`src/design/rpa_ram.sv`:
```
// Simple dual-port synchronous RAM, one write and one registered read port.
module rpa_ram #(
  parameter int WIDTH = 8,
  parameter int DEPTH = 2
) (
  input  logic                     clk,
  input  logic                     we,
  input  logic [$clog2(DEPTH)-1:0] waddr,
  input  logic [WIDTH-1:0]         wdata,
  input  logic                     re,
  input  logic [$clog2(DEPTH)-1:0] raddr,
  output logic [WIDTH-1:0]         rdata
);

  logic [WIDTH-1:0] mem [DEPTH];

  always_ff @(posedge clk) begin
    if (we) begin
      mem[waddr] <= wdata;
    end
  end

  always_ff @(posedge clk) begin
    if (re) begin
      rdata <= mem[raddr];
    end
  end

endmodule

```
`config.mk`:
```
export PLATFORM = sky130hd
export DESIGN_NAME = rpa_ram
export DESIGN_NICKNAME = d
export VERILOG_FILES = /design/src/design/rpa_ram.sv
export SDC_FILE = /design/constraint.sdc
export NUM_CORES = 1
export LEC_CHECK = 0
export ABC_AREA = 1
export BUFFER_PORTS_ARGS = -buffer_cell sky130_fd_sc_hd__buf_4
export CORE_ASPECT_RATIO = 0.7
export CORE_MARGIN = 2
export CORE_UTILIZATION = 40
export DETAILED_ROUTE_END_ITERATION = 8
export MAX_ROUTING_LAYER = met4
export PLACE_DENSITY = 0.67
export SKIP_LAST_GASP = 1
export SLEW_MARGIN = 5
export SYNTH_ARGS = -nofsm -noshare
export SYNTH_HDL_FRONTEND = slang
export SYNTH_SLANG_ARGS = --single-unit
```
`constraint.sdc`:
```
create_clock -name clk -period 0.8 [get_ports clk]
set_input_delay 0.08 -clock clk [delete_from_list [all_inputs] [get_ports clk]]
set_output_delay 0.08 -clock clk [all_outputs]
set_load 0.005 [all_outputs]
```
# Word-level counts from Yosys, hierarchy flattened
# Memories as Yosys holds them, arrays and structs flattened. A register that Yosys moved wholly into a read port is not among the register bits.
# Index checks and enable logic that the tools add are counted.
dict set report word_totals {
  word_cells 3
  ram_bits 16
  n_memories 1
  out_inout_bits 8
  reg_bits 0
  in_bits 13
}
# memory depth word_bits read_ports rd_clocked_by_memory_dff write_ports line_no
set memory_table {}
lappend memory_table {mem 2 8 1 1 1 15} ;# logic [WIDTH-1:0] mem [DEPTH];
dict set report op_classes {
  n_mux 2
}
# operator n
set ops {}
lappend ops {{$mux 1} 2}

# Depth between registers and ports, before layout
# Gate-level depths: netlist of the first run.
dict set report depth {
  depth_word 2
  ltp_mapped 4
  depth_no_buf 3
}

# Worst setup path after synthesis of the first run
# OpenSTA, ideal clock, no wires.
dict set report synth_path {
  path_kind {input -> register}
  from {input we}
  to {memory mem[0][0], enable pin}
  setup_time_ns 0.371
  setup_slack_ns -0.040
  t_arrival_ns 0.469
  t_required_ns 0.429
  path_buffers 0
  cell_stages 2
  cell_sequence {inv_1 -> nor2_1}
}
dict set report synth_between {
  elab_chain_cells 2
}
# element line_no
set synth_lines {}
lappend synth_lines {{start: declaration} 7} ;# input logic we,
lappend synth_lines {{$mux 1} 18} ;# if (we) begin
lappend synth_lines {{$mux 1 (implied by the code)} 19} ;# mem[waddr] <= wdata;
lappend synth_lines {{end: declaration} 15}
# Every way passes these cells.

# Worst setup path in the final report of the first run
dict set report layout_path {
  from {register rdata[1] (read register of mem)}
  to {output rdata[1]}
}
# element line_no
set layout_lines {}
lappend layout_lines {{start: declaration} 12} ;# output logic [WIDTH-1:0] rdata
# No word-level cell between the ends.

==> metrics.txt, run 1 <==
Std-Cell Rows 13; Initial Util 43.8%; DR DRC count 3; Netlist cell types 6; max_cap viols 0; RSZ-0062 raised after global routing true; most common cell in the netlist nand2_1; Mapped Nets 67; register area 721 µm²; clock sinks 24; asr flop ratio synth 0%; Post-DP HPWL 891 µm; min Tclk post-route 913 ps; via/cell ratio 4.30; antenna viol nets, final 0; die area 2490 µm²; Slew headroom 80.8%; Leakage 0.493 nW; register area share after synthesis 85.7%; design area 1170 µm²; Syn. warnings 0; Post-Syn Area per Cell 15.6 µm²; crit path DAT 830 ps; clock share of power 33.0%; layout cells sized above 1 32.2%; number of synthesized flops with an enable pin 24; DR pass1 iterations 6; Critical Path Source Type register; Post-CTS Setup Bufs 0; slowest CP cell edfxtp_1; Seq pwr share 58.7%; total gr overflow 0; Diodes inserted 0; crit path cell chain buf_4; final WL 1220 µm; CP delay by family, top flip-flops; DR vias 469; initial DRC count 13; final hold slack 39.9 ps; Synth top cells by count 25 x nand2_1, 24 x edfxtp_1, 2 x inv_1; CP max stage delay 380 ps; Setup WS post-layout -113 ps; nets 101; largest net degree at the start of global routing 15; routed wire length per instance 11.2 µm; Inserted Clock Buffers 3; Pins Over Slew Limit 0; failing checks DRC, setup timing; Clock Pin Slew Worst Setup and Hold Paths 110 ps; GP Congestion 0.732; combinational share of power 8.4%; first-pass GRT wire length 1920 µm; Die Wd 58.8 µm; final setup fails 8; Worst Clk Skew 7.11 ps; data required time of the worst path 720 ps; fmax 1090 MHz; switch share 17.6%; P&R area growth vs syn 39.0%; # H-tree levels 1; share of the synthesized area in the top cell type 85.7%; crit-path max FO 1; post-synthesis cell count 54; cell internal pwr 2.12 mW; Worst setup EP type output port; multi-input logic area 100 µm²; P_sw 0.451 mW; I/O pin total 21; HP Class in -> reg; worst vdd ir 1.03 mV; Final period util 114%; Synth Cell Area 841 µm²; Synth area leaders edfxtp_1 86%, nand2_1 11%, buf_6 1.3%; Yosys top cell by area edfxtp_1; status finished, violations left; core area 1920 µm²; WS Path Type reg -> out; die height 42.4 µm; Area after DPL 1020 µm²; Synth Register Bits 24; filler instances 168; vias in the first global route 409; Power Density 2200 nW/µm²; root buffer cell clkbuf_4; # port buffers 20; worst-skew pair later-pin latency 310 ps; initial antenna violation count 0; worst-case clock buffer depth 2; CTS tree yes; crit path buf inv count 1; GR Util All Layers 11.9%; Worst-Margin Slew 288 ps; Final Hold Fails 0; ys flop type edfxtp_1
[cell families (layout without fill, tap and decap cells)]
logic type	Yosys count	in the layout	share of synthesized area [%]
buffers and inverters	4	37	2.68
AND/OR/NAND/NOR	26	26	11.6
flip-flops	24	24	85.7
[sequential cells by signal, summed over array words and instances, names as in the netlist]
signal / count
mem: 16
rdata: 8
[stage by stage]
stage / util [%] / setup WS (ps) / TNS [ps] / total power [mW] / instances
6_report: 60.9 / -113 / -850 / 2.57 / 109
5_1_grt: 60.9 / -168 / -1290 / 2.69 / 109
4_1_cts: 60.3 / -141 / -1020 / 2.60 / 109
3_5_place_dp: 53.4 / 14.7 / 0 / 1.72 / 97
3_3_place_gp: 53.4 / 29.7 / 0 / 1.71 / 97
2_1_floorplan: - / 111 / 0 / 1.59 / 54
[power by group through the flow]
stage	Combinational, mW	Clock, mW	Sequential (mW)
floorplan	0.0589	0	1.53
global placement	0.176	0	1.53
detailed placement	0.181	0	1.53
CTS	0.212	0.881	1.50
global route	0.240	0.934	1.51
finish	0.215	0.846	1.51
[metal layers]
layer	track usage (%)	vias to the layer above	share of wire, %
li1	-	249	-
met1	15.1	193	47
met2	14.7	22	40
met3	6.79	5	9.8
met4	6.82	0	2.5
met5	-	-	0
[what timing repair did]
item | 4_1_cts | 5_1_grt
endpoints found under the setup margin | 8 | 10
resized for setup | 0 | 3
hold endpoints to repair | 16 | 0
pin swaps | 0 | 2
hold buffers | 8 | 0
[placed cells by master (no fill, tap or decap)]
master and count:
bufinv_16 1, buf_6 3, inv_2 1, edfxtp_1 24, inv_1 2, buf_4 19
nor2_2 1, clkbuf_4 3, dlygate4sd3_1 8, nand2_1 25
[layout make-up]
type / instances / area share (%)
Sequential cell: 24 / 61.7
Clock inverter: 1 / 2.57
Clock buffer: 3 / 1.93
Multi-Input combinational cell: 26 / 8.57
Timing Repair Buffer: 30 / 21.9
Tap cell: 22 / 2.36
Inverter: 3 / 0.964
[path summary, 6_finish.rpt]
path | startpoint | end | slack, ps | depth (start not counted)
worst max register to register | mem[1][7] | rdata[7] | 20 | 2
worst max-delay path | rdata[1] | rdata[1] | -110 | 1
worst min register to register | mem[0][4] | rdata[4] | 540 | 2
worst min-delay path | re | rdata[3] | 40 | 1
Note: power is estimated with default switching activity, not from simulation.
==> inputs of run 2 (changes only) <==
Settings changed: CORE_UTILIZATION 40 to 44, PLACE_DENSITY 0.67 to 0.73.
==> metrics.txt, run 2 (same netlist as run 1, synthesis figures left out) <==
status finished, violations left; failing checks setup timing; Post-CTS Setup Bufs 0 (unchanged); crit path cell chain buf_4; Initial Util 46.2% (+2.3 points); crit path buf inv count 1 (unchanged); die height 40.6 µm (-4.2%); Worst setup EP type output port; RSZ-0062 raised after global routing true; P_sw 0.452 mW (+0.22%); filler instances 142 (-15%); Diodes inserted 0 (unchanged); pre-CTS WS 12.6 ps (-2.15 ps); DR vias 482 (+2.8%); switch share 17.6% (+0.063 points); # H-tree levels 1 (unchanged); routed wire length per instance 10.7 µm (-4.5%); total gr overflow 0 (unchanged); design area 1160 µm² (-0.64%); worst-case clock buffer depth 2 (unchanged); Critical Path Source Type register; clock sinks 24 (unchanged); GR Util All Layers 12.4% (+0.47 points); Power Density 2210 nW/µm² (+0.51%); Final Hold Fails 0 (unchanged); via/cell ratio 4.42 (+2.8%); combinational share of power 8.1% (-0.3 points); core area 1820 µm² (-5.1%); commonest non-fill, non-tap cell in the layout nand2_1; initial DRC count 4 (-9); final hold slack 44.0 ps (+4.10 ps); Leakage 0.491 nW (-0.49%); first-pass GRT wire length 1890 µm (-1.5%); max_cap viols 0 (unchanged); largest net degree at the start of global routing 15 (unchanged); P&R area growth vs syn 38.1%; GP Congestion 0.740 (+1.0%); Slew headroom 81.1% (+0.35 points); final setup fails 8 (unchanged); I/O pin total 21 (unchanged); die area 2280 µm² (-8.4%); final WL 1160 µm (-4.5%); # port buffers 20 (unchanged); antenna viol nets, final 0 (unchanged); Std-Cell Rows 13 (unchanged); crit path DAT 840 ps (about the same); slowest CP cell edfxtp_1; post-layout util 63.7% (+2.8 points); Crit. path cell count 1 (unchanged); Worst-Margin Slew 283 ps (-5.24 ps); WS Path Type reg -> out; Inserted Clock Buffers 3 (unchanged); clock share of power 33.1% (about the same); Seq pwr share 58.8% (about the same); HP Class in -> reg; Reg2Reg Depth 2 (unchanged); Hold Path Stages 1 (unchanged); max reg flops 16 (unchanged); min Tclk post-route 917 ps (+3.92 ps); Worst Clk Skew 5.53 ps (-1.59 ps); worst vdd ir 1.55 mV (+50%); CTS tree yes; Clock Pin Slew Worst Setup and Hold Paths 120 ps (about the same); DR pass1 iterations 4 (-2); Final period util 115% (+0.49 points); data required time of the worst path 720 ps (about the same); initial antenna violation count 0 (unchanged); Area after DPL 1020 µm² (unchanged); CP max stage delay 390 ps (about the same); Pwr Total 2.56 mW (-0.14%); CP delay by family, top flip-flops; largest registers mem: 16 flops, rdata: 8 flops; fmax 1090 MHz (-0.43%); root buffer cell clkbuf_4; crit-path max FO 1 (unchanged); Top reg by flops mem; Setup WS post-layout -117 ps (-3.92 ps); Die Wd 56.3 µm (-4.3%); vias in the first global route 445 (+8.8%); commonest non-fill, non-tap cells in the layout 25 x nand2_1, 24 x edfxtp_1, 21 x buf_4, 8 x dlygate4sd3_1, 3 x clkbuf_4; nets 101 (unchanged); worst-skew pair later-pin latency 310 ps (about the same); layout cells sized above 1 32.2% (unchanged); cell internal pwr 2.11 mW (-0.21%); setup slack, reg-to-reg 40 ps (+20 ps); Pins Over Slew Limit 0 (unchanged); DR DRC count 0 (-3)
## run 2: repair_timing
item                                    CTS  global route
endpoints found under the setup margin    8            10
hold buffers                              8             0
pin swaps                                 0             3
hold endpoints to repair                 16             0
resized for setup                         0             1
## run 2: power by group through the flow
stage / Clock [mW] / Sequential (mW) / Combinational, mW
6_report: 0.849 / 1.51 / 0.207
3_5_place_dp: 0 / 1.54 / 0.177
4_1_cts: 0.855 / 1.51 / 0.208
5_1_grt: 0.922 / 1.51 / 0.232
2_1_floorplan: 0 / 1.53 / 0.0589
3_3_place_gp: 0 / 1.53 / 0.173
## run 2: final cells by class
type	instances	area (µm²)	share of cell area, %
Clock buffer	3	22.5	1.94
Clock inverter	1	30.0	2.59
Inverter	3	11.3	0.970
Multi-Input combinational cell	26	100	8.62
Sequential cell	24	721	62.1
Tap cell	22	27.5	2.37
Timing Repair Buffer	30	249	21.4
## run 2: final timing paths
kind                    to       from
setup / recovery  rdata[5]   rdata[5]
hold / removal    rdata[5]         re
hold reg to reg   rdata[4]  mem[1][4]
setup reg to reg  rdata[2]  mem[0][2]
## run 2: per-layer routing
metal	global-route usage [%]	vias up	share of wire (%)
met4	5.36	0	0
met2	20.9	17	46
li1	-	249	-
met5	-	-	0
met1	14.0	216	47
met3	4.52	0	6.6
## run 2: metrics by stage
step	setup TNS, ps	std cells
3_3_place_gp	0	97
4_1_cts	-905	109
5_1_grt	-1220	109
2_1_floorplan	0	54
6_report	-823	109
3_5_place_dp	0	97
==> inputs of run 3 (changes only) <==
Settings changed: SKIP_CTS_REPAIR_TIMING from default to 1.
==> metrics.txt, run 3 (same netlist as run 1, synthesis figures left out) <==
multi-input logic area 100 µm² (unchanged); DR vias 483 (+0.21%); Diodes inserted 0 (unchanged); first-pass GRT wire length 1830 µm (-3.3%); RSZ-0062 raised after global routing true; worst vdd ir 1.55 mV (about the same); largest registers mem: 16 flops, rdata: 8 flops; crit path buf inv count 1 (unchanged); clock share of power 33.1% (about the same); Pins Over Slew Limit 0 (unchanged); CP delay by family, top flip-flops; Initial Util 46.2% (unchanged); DR DRC count 0 (unchanged); GR Util All Layers 12.0% (-0.39 points); Top reg by flops mem; Leakage 0.491 nW (unchanged); crit path DAT 840 ps (about the same); initial antenna violation count 0 (unchanged); pre-CTS WS 12.6 ps (unchanged); P_sw 0.453 mW (+0.27%); Critical Path Source Type register; root buffer cell clkbuf_4; crit path cell chain buf_4; slowest CP cell edfxtp_1; HP Start re; layout cells sized above 1 32.2% (unchanged); failing checks setup timing; WS Path Type reg -> out; via/cell ratio 4.43 (+0.21%); CTS tree yes; Die Wd 56.3 µm (unchanged); final WL 1150 µm (-0.86%); initial DRC count 3 (-1); # H-tree levels 1 (unchanged); combinational share of power 8.1% (about the same); Final Hold Fails 0 (unchanged); min Tclk post-route 918 ps (+0.402 ps); die height 40.6 µm (unchanged); antenna viol nets, final 0 (unchanged); nets 101 (unchanged); Inserted Clock Buffers 3 (unchanged); Hold Crit Endpoint rdata[5]; filler instances 138 (-2.8%); worst-case clock buffer depth 2 (unchanged); setup slack, reg-to-reg 40 ps (about the same); status finished, violations left; register area 721 µm² (unchanged); Worst-Margin Slew 291 ps (+7.83 ps); vias in the first global route 423 (-4.9%); Power Density 2210 nW/µm² (about the same); P&R area growth vs syn 38.1% (unchanged); clock sinks 24 (unchanged); Worst Clk Skew 5.41 ps (-0.119 ps); final hold slack 43.7 ps (-0.283 ps); Slew headroom 80.6% (-0.52 points); I/O pin total 21 (unchanged); core area 1820 µm² (unchanged); Std-Cell Rows 13 (unchanged); final setup fails 8 (unchanged); fmax 1090 MHz (about the same); die area 2280 µm² (unchanged); data required time of the worst path 720 ps (about the same); reg2reg start mem[0][2]; HP Class in -> reg; Final period util 115% (about the same); Area after DPL 1020 µm² (unchanged); Worst setup EP type output port; max reg flops 16 (unchanged); switch share 17.7% (+0.040 points); Hold Path Stages 1 (unchanged); worst-skew pair later-pin latency 310 ps (about the same); cell internal pwr 2.11 mW (about the same); GP Congestion 0.740 (unchanged); routed wire length per instance 10.6 µm (-0.86%); Reg2Reg Depth 2 (unchanged); DR pass1 iterations 4 (unchanged); largest net degree at the start of global routing 15 (unchanged); # port buffers 20 (unchanged); max_cap viols 0 (unchanged); crit-path max FO 1 (unchanged); Setup WS post-layout -118 ps (-0.402 ps); CP max stage delay 390 ps (about the same); R2R Path End rdata[2]; commonest non-fill, non-tap cells in the layout 25 x nand2_1, 24 x edfxtp_1, 21 x buf_4, 8 x dlygate4sd3_1, 3 x clkbuf_4; Clock Pin Slew Worst Setup and Hold Paths 120 ps (about the same); commonest non-fill, non-tap cell in the layout nand2_1; setup TNS -827 ps (-3.34 ps); total gr overflow 0 (unchanged); Seq pwr share 58.8% (about the same); design area 1160 µm² (unchanged)
[run 3: power by group through the flow]
| stage | registers, mW | logic [mW] | clock network (mW) |
|---|---|---|---|
| after floorplan | 1.53 | 0.0589 | 0 |
| after global placement | 1.53 | 0.173 | 0 |
| after detailed placement | 1.54 | 0.177 | 0 |
| after CTS | 1.51 | 0.177 | 0.855 |
| after global routing | 1.51 | 0.233 | 0.922 |
| final | 1.51 | 0.208 | 0.850 |
[run 3: layout make-up]
class,instances,area share (%)
timing repair buffer,30,21.4
sequential,24,62.1
tap,22,2.37
multi-input combinational,26,8.62
clock buffer,3,1.94
clock inverter,1,2.59
inverter,3,0.970
[run 3: per-layer routing]
metal	global-route usage [%]	share of wire, %
met5	-	0
met4	5.36	0
met3	4.52	6.7
met2	20.6	46
met1	13.1	47
[run 3: per-stage QoR]
stage,instances,total power [mW],util (%)
after detailed placement,97,1.71,56.3
after CTS,101,2.54,59.1
final,109,2.56,63.7
after floorplan,54,1.59,-
after global routing,109,2.67,63.7
after global placement,97,1.71,56.3
[run 3: how the worst max path moves through the flow]
stage                          from   endpoint  slack, ps  depth (start not counted)
after detailed placement      waddr  mem[1][6]         10                          3
after floorplan           mem[1][0]   rdata[0]        110                          2
after global placement        waddr  mem[1][6]         40                          3
after CTS                  rdata[5]   rdata[5]       -130                          1
after global routing       rdata[6]   rdata[6]       -160                          1
final                      rdata[5]   rdata[5]       -120                          1
